File: src/rtl/core/redcode_instruction_executor_unit_defines.svh
// Assertion macros for the Redcode instruction executor.
`ifndef REDCODE_INSTRUCTION_EXECUTOR_UNIT_DEFINES_SVH
`define REDCODE_INSTRUCTION_EXECUTOR_UNIT_DEFINES_SVH
`define RIE_ASSERT_IMPL(lbl, clk, rst_n, ante, cons, msg) \
    lbl: assert property (@(posedge clk) disable iff (!rst_n) (ante) |-> (cons)) \
        else $error(msg);
`define RIE_ASSERT_NEXT(lbl, clk, rst_n, ante, cons, msg) \
    lbl: assert property (@(posedge clk) disable iff (!rst_n) (ante) |=> (cons)) \
        else $error(msg);
`endif

File: src/rtl/core/rie_pkg.sv
// Package with types and constants of the Redcode instruction executor.
`default_nettype none
package rie_pkg;
    localparam int CoreSize = 8192;
    localparam int AddrW = $clog2(CoreSize);
    localparam int OwnW = 4;
    localparam int CellW = 4 + 2 + 2 + AddrW + AddrW + OwnW;

    localparam logic [1:0] CMD_EXEC = 2'd0;
    localparam logic [1:0] CMD_LOAD = 2'd1;
    localparam logic [1:0] CMD_READ = 2'd2;

    localparam logic [1:0] MODE_IMM = 2'd0;
    localparam logic [1:0] MODE_DIR = 2'd1;
    localparam logic [1:0] MODE_IND = 2'd2;

    localparam logic [3:0] OP_DAT = 4'd0;
    localparam logic [3:0] OP_MOV = 4'd1;
    localparam logic [3:0] OP_ADD = 4'd2;
    localparam logic [3:0] OP_SUB = 4'd3;
    localparam logic [3:0] OP_JMP = 4'd4;
    localparam logic [3:0] OP_JMZ = 4'd5;
    localparam logic [3:0] OP_JMN = 4'd6;
    localparam logic [3:0] OP_DJN = 4'd7;
    localparam logic [3:0] OP_CMP = 4'd8;
    localparam logic [3:0] OP_SPL = 4'd9;

    typedef logic [AddrW-1:0] t_addr;

    typedef struct packed {
        logic [3:0] op;
        logic [1:0] ma;
        logic [1:0] mb;
        t_addr      fa;
        t_addr      fb;
        logic [OwnW-1:0] own;
    } t_cell;

    typedef enum logic [3:0] {
        S_IDLE, S_CLEAR, S_FETCH, S_PTR_A, S_PTR_B, S_RD_A, S_RD_B,
        S_EXEC, S_DONE
    } t_state;

    typedef struct packed {
        logic  we;
        t_addr waddr;
        t_cell wdata;
        t_addr raddr;
    } t_mem_req;
endpackage
`default_nettype wire

File: src/rtl/core/rie_ctrl.sv
// Sequencer: clear, load, read, or fetch operands, execute and write back.
`default_nettype none
module rie_ctrl import rie_pkg::*; (
    input  wire logic        i_clk,
    input  wire logic        i_rst_n,
    input  wire logic        i_start,
    input  wire logic [1:0]  i_cmd,
    input  wire t_addr       i_address,
    input  wire logic [3:0]  i_warrior_id,
    input  wire logic [3:0]  i_load_opcode,
    input  wire logic [1:0]  i_load_mode_a,
    input  wire logic [1:0]  i_load_mode_b,
    input  wire t_addr       i_load_field_a,
    input  wire t_addr       i_load_field_b,
    input  wire t_cell       i_rdata,
    output t_mem_req         o_req,
    output logic             o_busy,
    output logic             o_done,
    output t_addr            o_next_pc,
    output logic             o_spawn_valid,
    output t_addr            o_spawn_pc,
    output logic             o_kill,
    output logic             o_fault,
    output t_cell            o_cell
);
    t_state r_state, n_state;
    t_addr  r_clr, n_clr;
    logic [1:0] r_cmd;
    t_addr  r_pc, r_ta, r_tb, n_ta, n_tb;
    logic [3:0] r_own;
    t_cell  r_ld, r_ins, r_ca, r_cb, n_ins, n_ca, n_cb;
    logic   r_done;
    t_addr  r_next_pc, r_spawn_pc, n_next_pc, n_spawn_pc;
    logic   r_spv, r_kill, r_fault, n_spv, n_kill, n_fault;
    t_cell  r_cell, n_cell;
    logic   n_done;
    logic   a_ok, b_ok, a_addr, b_addr, need_a, need_b;
    t_addr  pa, pb, va, vb;
    t_cell  wcell;
    logic   wen;
    t_addr  wad, dec;
    logic   take;

    always_ff @(posedge i_clk) begin
        if (!i_rst_n) begin
            r_state <= S_CLEAR;
            r_clr <= '0;
            r_done <= 1'b0;
        end else begin
            r_state <= n_state;
            r_clr <= n_clr;
            r_done <= n_done;
        end
        if (r_state == S_IDLE && i_start) begin
            r_cmd <= i_cmd;
            r_pc <= i_address;
            r_own <= i_warrior_id;
            r_ld <= '{op: i_load_opcode, ma: i_load_mode_a, mb: i_load_mode_b,
                      fa: i_load_field_a, fb: i_load_field_b, own: i_warrior_id};
        end
        r_ins <= n_ins;
        r_ca <= n_ca;
        r_cb <= n_cb;
        r_ta <= n_ta;
        r_tb <= n_tb;
        r_next_pc <= n_next_pc;
        r_spawn_pc <= n_spawn_pc;
        r_spv <= n_spv;
        r_kill <= n_kill;
        r_fault <= n_fault;
        r_cell <= n_cell;
    end

    always_comb begin
        pa = r_pc + r_ins.fa;
        pb = r_pc + r_ins.fb;
        a_addr = (r_ins.ma == MODE_DIR) || (r_ins.ma == MODE_IND);
        b_addr = (r_ins.mb == MODE_DIR) || (r_ins.mb == MODE_IND);
        a_ok = a_addr || (r_ins.ma == MODE_IMM);
        b_ok = b_addr || (r_ins.mb == MODE_IMM);
        va = (r_ins.ma == MODE_IMM) ? r_ins.fa : r_ca.fb;
        vb = (r_ins.mb == MODE_IMM) ? r_ins.fb : r_cb.fb;
        need_a = a_addr;
        need_b = b_addr;
        dec = r_cb.fb - t_addr'(1);
        take = (r_ins.op == OP_JMZ) ? (vb == '0) : (vb != '0);
    end

    always_comb begin
        n_state = r_state;
        n_clr = r_clr;
        case (r_state)
            S_CLEAR: begin
                n_clr = r_clr + t_addr'(1);
                if (r_clr == t_addr'(CoreSize - 1)) begin
                    n_state = S_IDLE;
                end
            end
            S_IDLE: begin
                if (i_start) begin
                    n_state = (i_cmd == CMD_EXEC) ? S_FETCH : S_DONE;
                end
            end
            S_FETCH: n_state = S_PTR_A;
            S_PTR_A: n_state = S_PTR_B;
            S_PTR_B: n_state = S_RD_A;
            S_RD_A:  n_state = S_RD_B;
            S_RD_B:  n_state = S_EXEC;
            S_EXEC:  n_state = S_DONE;
            S_DONE:  n_state = S_IDLE;
            default: n_state = S_IDLE;
        endcase
    end

    always_comb begin
        n_ins = r_ins;
        n_ca = r_ca;
        n_cb = r_cb;
        n_ta = r_ta;
        n_tb = r_tb;
        n_next_pc = r_next_pc;
        n_spawn_pc = r_spawn_pc;
        n_spv = r_spv;
        n_kill = r_kill;
        n_fault = r_fault;
        n_cell = r_cell;
        n_done = 1'b0;
        wen = 1'b0;
        wad = r_pc;
        wcell = r_ld;
        o_req.raddr = r_pc;
        case (r_state)
            S_CLEAR: begin
                wen = 1'b1;
                wad = r_clr;
                wcell = '0;
            end
            S_IDLE: begin
                o_req.raddr = i_address;
            end
            S_FETCH: begin
                n_ins = i_rdata;
            end
            S_PTR_A: begin
                o_req.raddr = pa;
            end
            S_PTR_B: begin
                n_ta = (r_ins.ma == MODE_IND) ? pa + i_rdata.fb : pa;
                o_req.raddr = pb;
            end
            S_RD_A: begin
                n_tb = (r_ins.mb == MODE_IND) ? pb + i_rdata.fb : pb;
                o_req.raddr = r_ta;
            end
            S_RD_B: begin
                n_ca = i_rdata;
                o_req.raddr = r_tb;
            end
            S_EXEC: begin
                n_cb = i_rdata;
            end
            S_DONE: begin
                n_done = 1'b1;
                n_next_pc = '0;
                n_spawn_pc = '0;
                n_spv = 1'b0;
                n_kill = 1'b0;
                n_fault = 1'b0;
                n_cell = '0;
                if (r_cmd == CMD_LOAD) begin
                    wen = 1'b1;
                    wcell = r_ld;
                    n_cell = r_ld;
                end else if (r_cmd == CMD_READ) begin
                    n_cell = i_rdata;
                end else if (r_cmd == CMD_EXEC) begin
                    n_next_pc = r_pc + t_addr'(1);
                    wad = r_tb;
                    case (r_ins.op)
                        OP_DAT: begin
                            n_kill = 1'b1;
                            n_next_pc = r_pc;
                        end
                        OP_MOV: begin
                            if (!a_ok || !need_b) begin
                                n_fault = 1'b1;
                            end else begin
                                wen = 1'b1;
                                wcell = (r_ins.ma == MODE_IMM) ?
                                    t_cell'{op: OP_DAT, ma: MODE_IMM, mb: MODE_IMM, fa: '0,
                                            fb: r_ins.fa, own: r_own} : r_ca;
                                wcell.own = r_own;
                            end
                        end
                        OP_ADD, OP_SUB: begin
                            if (!a_ok || !need_b) begin
                                n_fault = 1'b1;
                            end else begin
                                wen = 1'b1;
                                wcell = r_cb;
                                wcell.fb = (r_ins.op == OP_ADD) ? r_cb.fb + va
                                                                : r_cb.fb - va;
                                wcell.own = r_own;
                            end
                        end
                        OP_JMP: begin
                            if (!need_b) n_fault = 1'b1;
                            else n_next_pc = r_tb;
                        end
                        OP_JMZ, OP_JMN: begin
                            if (!b_ok) begin
                                n_fault = 1'b1;
                            end else if (take) begin
                                if (!need_a) n_fault = 1'b1;
                                else n_next_pc = r_ta;
                            end
                        end
                        OP_DJN: begin
                            if (!need_b || (dec != '0 && !need_a)) begin
                                n_fault = 1'b1;
                            end else begin
                                wen = 1'b1;
                                wcell = r_cb;
                                wcell.fb = dec;
                                wcell.own = r_own;
                                if (dec != '0) begin
                                    if (r_ins.ma == MODE_IND && pa == r_tb) begin
                                        n_next_pc = pa + dec;
                                    end else begin
                                        n_next_pc = r_ta;
                                    end
                                end
                            end
                        end
                        OP_CMP: begin
                            if (!a_ok || !b_ok) n_fault = 1'b1;
                            else if (va == vb) n_next_pc = r_pc + t_addr'(2);
                        end
                        OP_SPL: begin
                            if (!need_b) begin
                                n_fault = 1'b1;
                            end else begin
                                n_spv = 1'b1;
                                n_spawn_pc = r_tb;
                            end
                        end
                        default: n_fault = 1'b1;
                    endcase
                    if (n_fault) begin
                        wen = 1'b0;
                        n_next_pc = r_pc;
                        n_kill = 1'b0;
                        n_spv = 1'b0;
                        n_spawn_pc = '0;
                    end
                end
            end
            default: ;
        endcase
        o_req.we = wen;
        o_req.waddr = wad;
        o_req.wdata = wcell;
    end

    always_comb begin
        o_busy = (r_state != S_IDLE);
        o_done = r_done;
        o_next_pc = r_next_pc;
        o_spawn_valid = r_spv;
        o_spawn_pc = r_spawn_pc;
        o_kill = r_kill;
        o_fault = r_fault;
        o_cell = r_cell;
    end
endmodule
`default_nettype wire

File: config.mk
export PLATFORM = sky130hd
export DESIGN_NAME = rie_ctrl
export DESIGN_NICKNAME = d
export VERILOG_FILES = /design/src/rtl/core/redcode_instruction_executor_unit_defines.svh /design/src/rtl/core/rie_pkg.sv /design/src/rtl/core/rie_ctrl.sv
export SDC_FILE = /design/constraint.sdc
export NUM_CORES = 1
export LEC_CHECK = 0
export ABC_AREA = 1
export BUFFER_PORTS_ARGS = -buffer_cell sky130_fd_sc_hd__buf_4
export CAP_MARGIN = 20
export CORE_ASPECT_RATIO = 1.1
export CORE_MARGIN = 5
export CORE_UTILIZATION = 38
export CTS_BUF_LIST = sky130_fd_sc_hd__clkbuf_8 sky130_fd_sc_hd__clkbuf_16
export DETAILED_ROUTE_END_ITERATION = 10
export MAX_ROUTING_LAYER = met4
export PLACE_DENSITY_LB_ADDON = 0.08
export SYNTH_ARGS = -nofsm -noshare
export SYNTH_HDL_FRONTEND = slang
export SYNTH_SLANG_ARGS = --single-unit
File: constraint.sdc
create_clock -name i_clk -period 11.1 [get_ports i_clk]
set_clock_uncertainty 0.1 [all_clocks]
set_input_delay 2.775 -clock i_clk [delete_from_list [all_inputs] [get_ports i_clk]]
set_output_delay 2.775 -clock i_clk [all_outputs]
set_load 0.03 [all_outputs]
Yosys cells after proc, flatten, opt, wreduce, memory -nomap -nowiden. Cells that the tools add are included.

Flip-flop bits (word level): 270. Input bits: 94. Output and inout bits: 134. Logic and storage cells: 175.

Add/sub/neg operators: 11. Eq/ne operators: 28. Multiplexer cells: 60. Bitwise gates (word level): 3. Reduce and logical (&&, ||, !) cells: 33.

Operators with widths (number): $mux W38 (9); $mux W13 (18); $pmux W13 S5 (2); $pmux W38 S3 (1); $add A13 B13 Y13 (6); $pmux W38 S2 (1); $eq A4 B3 Y1 const B (8); $pmux W4 S8 (1); $add A13 B1 Y13 const B (2); $eq A13 B13 Y1 (2); $pmux W13 S2 (1); $reduce_bool A13 Y1 (2); $mux W1 (21); $eq A4 B2 Y1 const B (4); $add A13 B2 Y13 const B (1); $eq A13 B13 Y1 const B (1); $logic_not A13 Y1 (1); $sub A13 B1 Y13 const B (1); $sub A13 B13 Y13 (1); $eq A4 B4 Y1 const B (3); $mux W4 (3); $eq A4 B1 Y1 const B (2); $logic_not A2 Y1 (4); $logic_not A4 Y1 (2); other kinds (16) (38).

Depth between registers and ports, before layout. Gate-level depths: netlist of run 1.

Depth in word-level cells: 16. Depth in mapped cells: 27. Mapped depth without buffers: 27.

Least setup slack after synthesis of run 1. No wires, ideal clock.

Path kind: register to output. From: register r_state[0]. To: output o_req[54] in the netlist's numbering. Arrival: 7074 ps. Data required time: 8225 ps. Path slack: 1151 ps. Stages on the path, launching flop included: 8. Buffers on the path: 1. Path through: dfxtp_1 > nor2_1 > inv_1 > nor3_1 > nor2_1 > inv_1 > clkbuf_1 > o221ai_1.

RTL lines: start, declared (RTL line rie_ctrl.sv:26) `t_state r_state, n_state;`; start signal, assigned (RTL line rie_ctrl.sv:50) `r_state <= n_state;`; end, declared (RTL line rie_ctrl.sv:16) `output t_mem_req o_req,`.

==> run metrics, run 1 <==
status finished, final reports clean; Async SR Flop Fraction 0%; flop-to-flop setup slack 6.09 ns; Pins Over Slew Limit 0; Crit. End Element output port; synth cell count leaders 613 x nand2_1, 282 x inv_1, 248 x edfxtp_1; DR iter-0 viols 1,572; Peak VDD IR 0.000108 V; synthesis-to-layout area growth 18.5%; worst setup margin 3.09 ns; Root Driver clkbuf_16; post-cts gate resize count 0; NumNets Final 2,845; H-tree Lvls 2; sequential element share of the synthesized area 41.1%; Synthesis Warnings 0; RSZ-0062 raised after global routing false; synth top area cells edfxtp_1 39%, nand2_1 12%, ha_1 5.9%, a21oi_1 5.7%, o21ai_0 5.6%; IO Count 228; CTS clock-pin slew for the worst setup and hold paths 0.06 ns; hold_buf cts 0; area share of the largest cell type after synthesis 39.2%; fillers 5,078; Avg WL per Cell 24.5 um; FP Rows 86; FMAX 0.125 GHz; Slowest-stage cell, CP ha_1; Clock Sinks 266; Post-Synthesis Cells 2,457; Post-synth EDFFs 248; Final Hold Viols 0; cell area after layout 0.0225 sq mm; Die Y 245 um; Setup crit start kind register; Setup violations, final 0; Hold Path End r_clr[10]$_SDFFE_PN0N_; critical path arrival 5.14 ns; worst skew pair latency 0.57 ns; GR Overflow Total 0; Leakage 0.00965 uW; most used cell, CP nand2_1; Tcrit/Tclk final 72.2%; top-count cell post-synth nand2_1; Post-DP Area 0.0214 sq mm; leading area contributor after synthesis edfxtp_1; HP Start r_clr[10]$_SDFFE_PN0N_; Syn Area/Cell 7.74 sq um; CTS Buf Count 35; CTS tree built; DR DRC count 0; first-pass GRT wire length 118 mm; post-CTS setup repair buffer count 0; r2r startpoint r_pc[0]$_DFFE_PP_; port bufs 227; Seq cells post-synth 266; WP data required 8.23 ns; synthesized area 0.0190 sq mm; starting density of the core 38.1%; critical path fanouts, max 32; pwr dens 102 mW/mm^2; Setup CP Type reg2out; final hold slack 0.385 ns; Place WS 3.73 ns; die area 0.0546 sq mm; worst rel slew slack 34.5%; CP max stage delay 0.52 ns; Avg Vias per Cell 5.54; Hold Path Class reg2reg; Worst-Margin Slew 0.982 ns; max_cap viols 0; Final ANT Viol Nets 0; largest net degree at the start of global routing 77; ant diodes 0; Die X-Extent 223 um; core footprint 0.0498 sq mm; worst r2r dst o_next_pc[12]$_SDFFCE_PP0P_; Worst R2R Path Depth 25; Post-Route WL 81.7 mm; initial antenna violation count 1; CTS Buffer Depth 3; Syn Nets 2,646; Hold Path Stages 1; Post-synth top flop edfxtp_1; share of layout cells above drive strength 1 14.0%; vias in the first global route 17,708; fin crit period 8.01 ns; Post-DP HPWL 62.9 mm; 1st-pass router iterations 6; Final Wtd Congestion 0.984; Tot GR Track Use 29.7%; DR vias 18,495; Synth cell types 56; setup TNS 0 ns
==> report_power, final <==
part | switching [uW] | leakage [uW] | internal [uW]
registers | 0.894 | 0.00236 | 1090
clock network | 473 | 0.000580 | 652
logic | 46.0 | 0.00671 | 35.5
total | 520 | 0.00965 | 1780
==> registers in the layout, indices dropped and copies added, names as in the netlist <==
register	count
o_spawn_valid	1
r_state	4
r_ins	34
o_next_pc	13
o_spawn_pc	13
r_pc	13
o_done	1
r_ta	13
r_ca	34
o_cell	38
r_cb	34
o_fault	1
r_tb	13
r_ld	38
o_kill	1
r_clr	13
r_cmd	2
==> cell usage in the layout, fill, tap and decap left out, drive strengths merged <==
master   Yosys  layout
o221ai       9       9
o22ai       14      14
xnor2       18      18
nand2      618     618
clkinv       3      19
o311a        1       1
a31oi       13      13
bufinv       0       3
o211ai      35      35
o21bai       4       4
xor2        76      76
o22a         1       1
o21ai      223     223
nor3        37      37
or2         10      10
nand3b       7       7
a211oi       5       5
nor4         4       4
nand4       41      41
inv        292     300
a21o         2       2
nor3b        1       1
a2111oi      4       4
ha          89      89
o2111ai      5       5
a221oi       9       9
edfxtp     248     248
clkbuf      66      35
buf         28     256
and3         2       2
nor2       174     174
o41ai        1       1
and2         3       3
fa           6       6
a21boi       3       3
nand3      164     164
xnor3        1       1
o21a         4       4
a21oi      218     218
dfxtp       18      18
==> cells by family (layout without fill, tap and decap cells) <==
logic type      count (synthesis)  in the layout  share of synthesized area [%]
xor+xnor                       95             95                           4.49
compound gates                551            551                           16.2
buf+inv                       389            613                           8.10
fa+ha+maj                      95             95                           6.49
simple gates                 1061           1061                           23.7
flops                         266            266                           41.1
==> critical path: cells and delay by family, from the launching register on <==
kind,cells,cell delay [ns]
simple gates,12,1.24
flops,1,0.42
fa+ha+maj,3,1.06
xor+xnor,2,0.38
compound gates,3,0.55
buf+inv,5,0.93
==> area by class of cell <==
class | count | area (sq um) | share of cell area [%]
timing repair buffer | 256 | 1950 | 8.66
sequential | 266 | 7810 | 34.7
multi-input combinational | 1802 | 9710 | 43.1
tap | 660 | 826 | 3.67
clock inverter | 27 | 241 | 1.07
inverter | 295 | 1110 | 4.92
clock buffer | 35 | 876 | 3.89
==> stage by stage <==
step | power, uW | utilization (%) | cells
after floorplan | 1140 | - | 2457
after global placement | 1190 | 42.9 | 3277
after detailed placement | 1190 | 42.9 | 3278
after CTS | 2320 | 45.2 | 3340
after global routing | 2370 | 45.2 | 3341
final | 2300 | 45.2 | 3341
==> worst max path at each step <==
stage                            startpoint        end  cells after the start
floorplan           r_state[0]$_SDFFE_PN1P_  o_req[54]                      7
global placement        r_ins[33]$_DFFE_PP_  o_req[28]                     25
detailed placement      r_ins[33]$_DFFE_PP_  o_req[27]                     24
CTS                     r_ins[33]$_DFFE_PP_  o_req[27]                     24
global route            r_ins[32]$_DFFE_PP_  o_req[28]                     26
finish                  r_ins[33]$_DFFE_PP_  o_req[28]                     25
==> routing by layer <==
metal  GRT usage, %  wire [um]
met5              -          0
met3           3.90       5270
met2           47.2      37900
met1           39.6      35300
met4           10.0       3230
Power figures use the tool's default switching activity.
==> run 2, diff against run 1 <==
--- a/config.mk
+++ b/config.mk
@@ -5,7 +5,7 @@
 export SDC_FILE = /design/constraint.sdc
 export NUM_CORES = 1
 export LEC_CHECK = 0
-export ABC_AREA = 1
+export ABC_AREA = 0
 export BUFFER_PORTS_ARGS = -buffer_cell sky130_fd_sc_hd__buf_4
 export CAP_MARGIN = 20
 export CORE_ASPECT_RATIO = 1.1
==> constraint.sdc (replaced) <==
create_clock -name i_clk -period 6.9 [get_ports i_clk]
set_clock_uncertainty 0.1 [all_clocks]
set_input_delay 1.725 -clock i_clk [delete_from_list [all_inputs] [get_ports i_clk]]
set_output_delay 1.725 -clock i_clk [all_outputs]
set_load 0.03 [all_outputs]
==> run metrics, run 2 <==
CP Buf/Inv Count 3 (-2); pwr dens 169 mW/mm^2 (+66%); H-tree Lvls 2 (unchanged); Setup violations, final 0 (unchanged); worst skew pair latency 0.56 ns (about the same); Post-synth top flop edfxtp_1; Tot GR Track Use 28.4% (-1.4 points); sequential element share of the synthesized area 42.7% (+1.6 points); Slowest-stage cell, CP mux2i_1; leading area contributor after synthesis edfxtp_1; starting density of the core 38.4% (+0.21 points); Clock Sinks 266 (unchanged); top-count cell post-synth edfxtp_1; Root Driver clkbuf_16; Post-synth EDFFs 248 (unchanged); Avg Vias per Cell 5.96 (+7.7%); max_cap viols 0 (unchanged); Tcrit/Tclk final 94.6%; setup TNS 0 ns (unchanged); worst rel slew slack 19.0% (-15 points); Synthesis Warnings 0 (unchanged); Final Wtd Congestion 0.966 (-1.7%); synthesis-to-layout area growth 20.1%; CTS Buf Count 35 (unchanged); most frequent cells in the layout 277 x buf_4, 248 x edfxtp_1, 193 x nand2_1; largest net degree at the start of global routing 54 (-30%); status finished, final reports clean; CP delay by family, top simple AND/OR/NAND/NOR gates; NumNets Final 2,263 (-20%); CTS tree built; Setup CP Type reg2out; CTS Buffer Depth 3 (unchanged); ant diodes 0 (unchanged); CTS clock-pin slew for the worst setup and hold paths 0.06 ns (about the same); post-CTS setup repair buffer count 0 (unchanged); fillers 4,636 (-8.7%); post-cts gate resize count 0 (unchanged); CP max stage delay 0.45 ns (-0.07 ns); Die X-Extent 219 um (-1.8%); IO Count 228 (unchanged); DR iter-0 viols 1,732 (+10%); fin crit period 6.53 ns; Setup crit start kind register; Worst-Margin Slew 1.20 ns (+0.214 ns); vias in the first global route 16,063 (-9.3%); worst-path cell chain inv_1 > ha_1 > buf_4 > mux2i_1 > and4_1 > and2_1 > nor2b_1 > nor2_1 > xnor2_1 > ha_1 > a21oi_1 > nand2_1 > xor2_1 > a221o_1 > o311ai_0 > nand2_1 > buf_4; GR Overflow Total 0 (unchanged); Post-DP HPWL 55.0 mm (-13%); critical path arrival 4.70 ns (-0.44 ns); Final ANT Viol Nets 0 (unchanged); synthesized area 0.0183 sq mm (-3.7%); first-pass GRT wire length 108 mm (-8.5%); Pins Over Slew Limit 0 (unchanged); Post-Route WL 74.5 mm (-8.8%); Final Hold Viols 0 (unchanged); initial antenna violation count 0 (-1); Avg WL per Cell 27.1 um (+11%); most common cell after layout, fill and taps aside buf_4; Peak VDD IR 0.000194 V (+79%); Synth cell types 84 (+50%); Syn Area/Cell 9.79 sq um (+27%); 1st-pass router iterations 5 (-1); RSZ-0062 raised after global routing false; area share of the largest cell type after synthesis 40.7% (+1.5 points); die area 0.0527 sq mm (-3.5%); Die Y 240 um (-1.8%); synth cell count leaders 248 x edfxtp_1, 193 x nand2_1, 114 x a21oi_1; Leakage 0.00840 uW (-13%); Hold Path Class reg2reg; Syn Nets 2,059 (-22%); WP data required 5.08 ns (-3.15 ns); hold_buf cts 0 (unchanged); worst setup margin 0.371 ns (-2.72 ns); share of layout cells above drive strength 1 18.2% (+4.3 points); critical path fanouts, max 12 (-63%); Crit. End Element output port; core footprint 0.0477 sq mm (-4.2%); FP Rows 84 (-2.3%); Async SR Flop Fraction 0% (unchanged); DR DRC count 0 (unchanged); DR vias 16,369 (-11%); Post-Synthesis Cells 1,870 (-24%); Place WS 0.965 ns (-2.76 ns); Tot Pwr 3720 uW (+62%); synth top area cells edfxtp_1 41%, ha_1 6.1%, xnor2_1 4.4%, nand2_1 4.0%, a21oi_1 3.1%; FMAX 0.153 GHz; Seq cells post-synth 266 (unchanged); port bufs 227 (unchanged)
[run 2: cell types whose count changed after synthesis, sizes merged, moves of 44 or more]
| cell | change |
|---|---|
| a21oi | -104 |
| a22oi | +44 |
| inv | -234 |
| mux2i | +45 |
| nand2 | -424 |
| nand3 | -97 |
| nor2 | -62 |
| o21ai | -113 |
| xnor2 | +74 |
[run 2: per-stage QoR]
step / utilization, % / instances / hold slack, ns / instance area, sq um
3_3_place_gp: 43.6 / 2681 / 0.381 / 20800
2_1_floorplan: - / 1870 / 0.370 / 18300
4_1_cts: 46.1 / 2745 / 0.411 / 22000
5_1_grt: 46.1 / 2745 / 0.428 / 22000
3_5_place_dp: 43.7 / 2682 / 0.404 / 20800
6_report: 46.1 / 2745 / 0.412 / 22000
[run 2: layout make-up]
| cell class | instances | area (sq um) | share of cell area, % |
|---|---|---|---|
| clock buffers | 39 | 965 | 4.39 |
| clock inverters | 24 | 176 | 0.803 |
| inverters | 60 | 228 | 1.04 |
| multi-input cells | 1433 | 9890 | 45.0 |
| flip-flops and latches | 266 | 7810 | 35.5 |
| well taps | 645 | 807 | 3.67 |
| repair buffers | 278 | 2110 | 9.59 |
[run 2: path summary, 6_finish.rpt]
path,endpoint,cells past startpoint,slack [ns],from
worst min-delay path,r_clr[1]$_SDFFE_PN0N_,2,0.41,r_clr[1]$_SDFFE_PN0N_
worst max register to register,o_next_pc[4]$_SDFFCE_PP0P_,11,1.30,r_pc[1]$_DFFE_PP_
worst max-delay path,o_req[25],17,0.37,r_ins[33]$_DFFE_PP_
worst min register to register,r_clr[1]$_SDFFE_PN0N_,2,0.41,r_clr[1]$_SDFFE_PN0N_
[run 2: worst register-to-register path: stages (launching register included)]
cell and delay (ns):
edfxtp_1 0.79, inv_1 0.32, fa_1 0.53, nor2b_1 0.23, o2111ai_1 0.16, and3b_1 0.28
a21oi_1 0.36, o311ai_1 0.41, xnor2_1 0.72, nand2_1 0.60, a311oi_1 0.64, a21oi_1 0.17
[run 2: report_power, final]
part           internal (uW)  leakage, uW  switching (uW)
logic                   62.6      0.00537            63.6
clock network           1080     0.000588             753
registers               1750      0.00245            1.99
total                   2900      0.00840             819
[run 2: per-layer routing]
metal  GRT usage, %  vias to the layer above  share of wire (%)  wire length, um
met3           4.46                      134                6.6             4930
li1               -                     7504                  -                -
met1           37.2                     8077                 43            31900
met4           9.95                        0                3.6             2690
met2           45.0                      654                 47            35000
met5              -                        -                  0                0
[run 2: cell families after synthesis]
logic type / count (synthesis) / synth area share [%]
AND/OR/NAND/NOR: 587 / 15.6
buffers and inverters: 171 / 3.68
multiplexers: 68 / 3.88
AO/OA/AOI/OAI: 543 / 20.4
flip-flops: 266 / 42.7
adder cells (fa/ha/maj): 95 / 6.74
XOR/XNOR: 140 / 7.01
==> run 3, diff against run 2 <==
--- a/config.mk
+++ b/config.mk
@@ -5,10 +5,9 @@
 export SDC_FILE = /design/constraint.sdc
 export NUM_CORES = 1
 export LEC_CHECK = 0
-export ABC_AREA = 0
 export BUFFER_PORTS_ARGS = -buffer_cell sky130_fd_sc_hd__buf_4
 export CAP_MARGIN = 20
-export CORE_ASPECT_RATIO = 1.1
+export CORE_ASPECT_RATIO = 1.5
 export CORE_MARGIN = 5
 export CORE_UTILIZATION = 38
 export CTS_BUF_LIST = sky130_fd_sc_hd__clkbuf_8 sky130_fd_sc_hd__clkbuf_16
==> run metrics, run 3 (synthesis gave the netlist of run 2 again) <==
CP max stage delay 0.42 ns (-0.03 ns); Die Y 279 um (+16%); share of layout cells above drive strength 1 18.3% (+0.083 points); Hold Path Class reg2reg; most common cell after layout, fill and taps aside buf_4; most frequent cells in the layout 280 x buf_4, 248 x edfxtp_1, 193 x nand2_1; synthesis-to-layout area growth 19.0%; hold_buf cts 0 (unchanged); CTS clock-pin slew for the worst setup and hold paths 0.07 ns (about the same); Post-DP HPWL 56.6 mm (+2.9%); DR DRC count 0 (unchanged); Leakage 0.00830 uW (-1.2%); Clock Sinks 266 (unchanged); Setup violations, final 0 (unchanged); fillers 4,587 (-1.1%); r2r startpoint r_pc[1]$_DFFE_PP_; setup TNS 0 ns (unchanged); Place WS 0.847 ns (-0.118 ns); Post-Route WL 76.2 mm (+2.2%); CTS tree built; FMAX 0.152 GHz (-0.52%); Final Wtd Congestion 0.949 (-1.8%); worst rel slew slack 30.5% (+11 points); Die X-Extent 189 um (-14%); 1st-pass router iterations 6 (+1); Setup crit start kind register; Final Hold Viols 0 (unchanged); Peak VDD IR 0.000151 V (-22%); worst setup margin 0.336 ns (-0.0343 ns); CTS Buf Count 29 (-17%); Finished Core Util 45.7% (-0.39 points); vias in the first global route 16,202 (+0.87%); DR vias 16,330 (-0.24%); Tot Pwr 3490 uW (-6.2%); WP data required 5.08 ns (about the same); RSZ-0062 raised after global routing false; Tcrit/Tclk final 95.1% (+0.50 points); Tot GR Track Use 28.6% (+0.23 points); max_cap viols 0 (unchanged); NumNets Final 2,262 (-0.044%); worst skew pair latency 0.60 ns (+0.04 ns); pwr dens 160 mW/mm^2 (-5.4%); port bufs 227 (unchanged); core footprint 0.0477 sq mm (about the same); Worst-Margin Slew 1.04 ns (-0.156 ns); Slowest-stage cell, CP mux2i_1; status finished, final reports clean; placed insts 2,640 (-1.6%); DR iter-0 viols 1,318 (-24%); Avg Vias per Cell 6.05 (+1.5%); IO Count 228 (unchanged); HP Start r_clr[11]$_SDFFE_PN0N_; CTS Buffer Depth 3 (unchanged); Pins Over Slew Limit 0 (unchanged); fin crit period 6.56 ns (+0.0343 ns); launch point of the critical path r_ins[32]$_DFFE_PP_; critical path fanouts, max 9 (-3); CP Buf/Inv Count 3 (unchanged); Final ANT Viol Nets 0 (unchanged); Crit. End Element output port; FP Rows 98 (+17%); Setup CP Type reg2out; worst-path cell chain inv_1 > ha_2 > buf_4 > mux2i_1 > and4_1 > and2_1 > nor2b_1 > nor2_1 > xnor2_1 > ha_1 > a21oi_1 > nand2_1 > xor2_1 > a221o_1 > o311ai_0 > nand2_1 > buf_4; CP delay by family, top simple AND/OR/NAND/NOR gates; H-tree Lvls 1 (-1); Root Driver clkbuf_16; critical path arrival 4.74 ns (+0.04 ns); die area 0.0527 sq mm (+0.16%); initial antenna violation count 1 (+1); non-filler cells, final 2,697 (-1.7%); GR Overflow Total 0 (unchanged); first-pass GRT wire length 110 mm (+2.0%); starting density of the core 38.4% (about the same); Avg WL per Cell 28.2 um (+4.0%); largest net degree at the start of global routing 95 (+76%)
==> run 3: cell types whose count changed in the layout (fill, tap and decap cells not counted), moves of 2 or more <==
cell        previous run  this run
buf_4                277       280
clkbuf_16             38        29
clkinvlp_4             1         5
clkinv_4               0         4
clkinv_2               6         4
inv_1                 64        60
buf_12                 0         2
==> run 3: report_power, final <==
group | internal (uW) | total [uW] | switching [uW]
Clock | 882 | 1600 | 721
Sequential | 1750 | 1760 | 2.40
Combinational | 62.5 | 126 | 63.6
==> run 3: metrics by stage <==
step | hold slack (ns) | area (sq um)
floorplan | 0.370 | 18300
global placement | 0.392 | 20800
detailed placement | 0.414 | 20800
CTS | 0.426 | 21700
global route | 0.464 | 21800
finish | 0.427 | 21800
==> run 3: path summary, 6_finish.rpt <==
path	end	slack [ns]	cells past startpoint
hold reg to reg	r_clr[11]$_SDFFE_PN0N_	0.43	2
setup reg to reg	o_next_pc[12]$_SDFFCE_PP0P_	1.23	16
hold / removal	r_clr[11]$_SDFFE_PN0N_	0.43	2
setup / recovery	o_req[25]	0.34	17
==> run 3: worst reg2reg max path, delay by kind of cell (launching register included) <==
kind	cells	cell delay [ns]
compound gates	5	1.34
flops	1	0.84
fa+ha+maj	2	0.80
buf+inv	2	0.49
xor+xnor	2	0.57
mux	1	0.37
simple gates	4	0.98
==> run 3: what timing repair did <==
| action | CTS | global route |
|---|---|---|
| buffers inserted | 0 | 0 |
| endpoints found under the setup margin | 0 | 2 |
| resized for setup | 0 | 1 |
==> run 3: cell type report <==
class | count | area (sq um) | share of cell area [%]
Antenna cell | 1 | 2.50 | 0.0115
Clock buffer | 29 | 726 | 3.33
Clock inverter | 25 | 221 | 1.02
Inverter | 60 | 228 | 1.05
Multi-Input combinational cell | 1433 | 9890 | 45.4
Sequential cell | 266 | 7810 | 35.8
Tap cell | 600 | 751 | 3.45
Timing Repair Buffer | 283 | 2160 | 9.90
==> run 3: routing by layer <==
layer | vias to the layer above | track usage (%) | share of wire (%)
li1 | 7481 | - | -
met3 | 142 | 3.43 | 5.5
met4 | 0 | 10.1 | 4.1
met5 | - | - | 0
met2 | 642 | 50.7 | 52
met1 | 8065 | 33.4 | 39
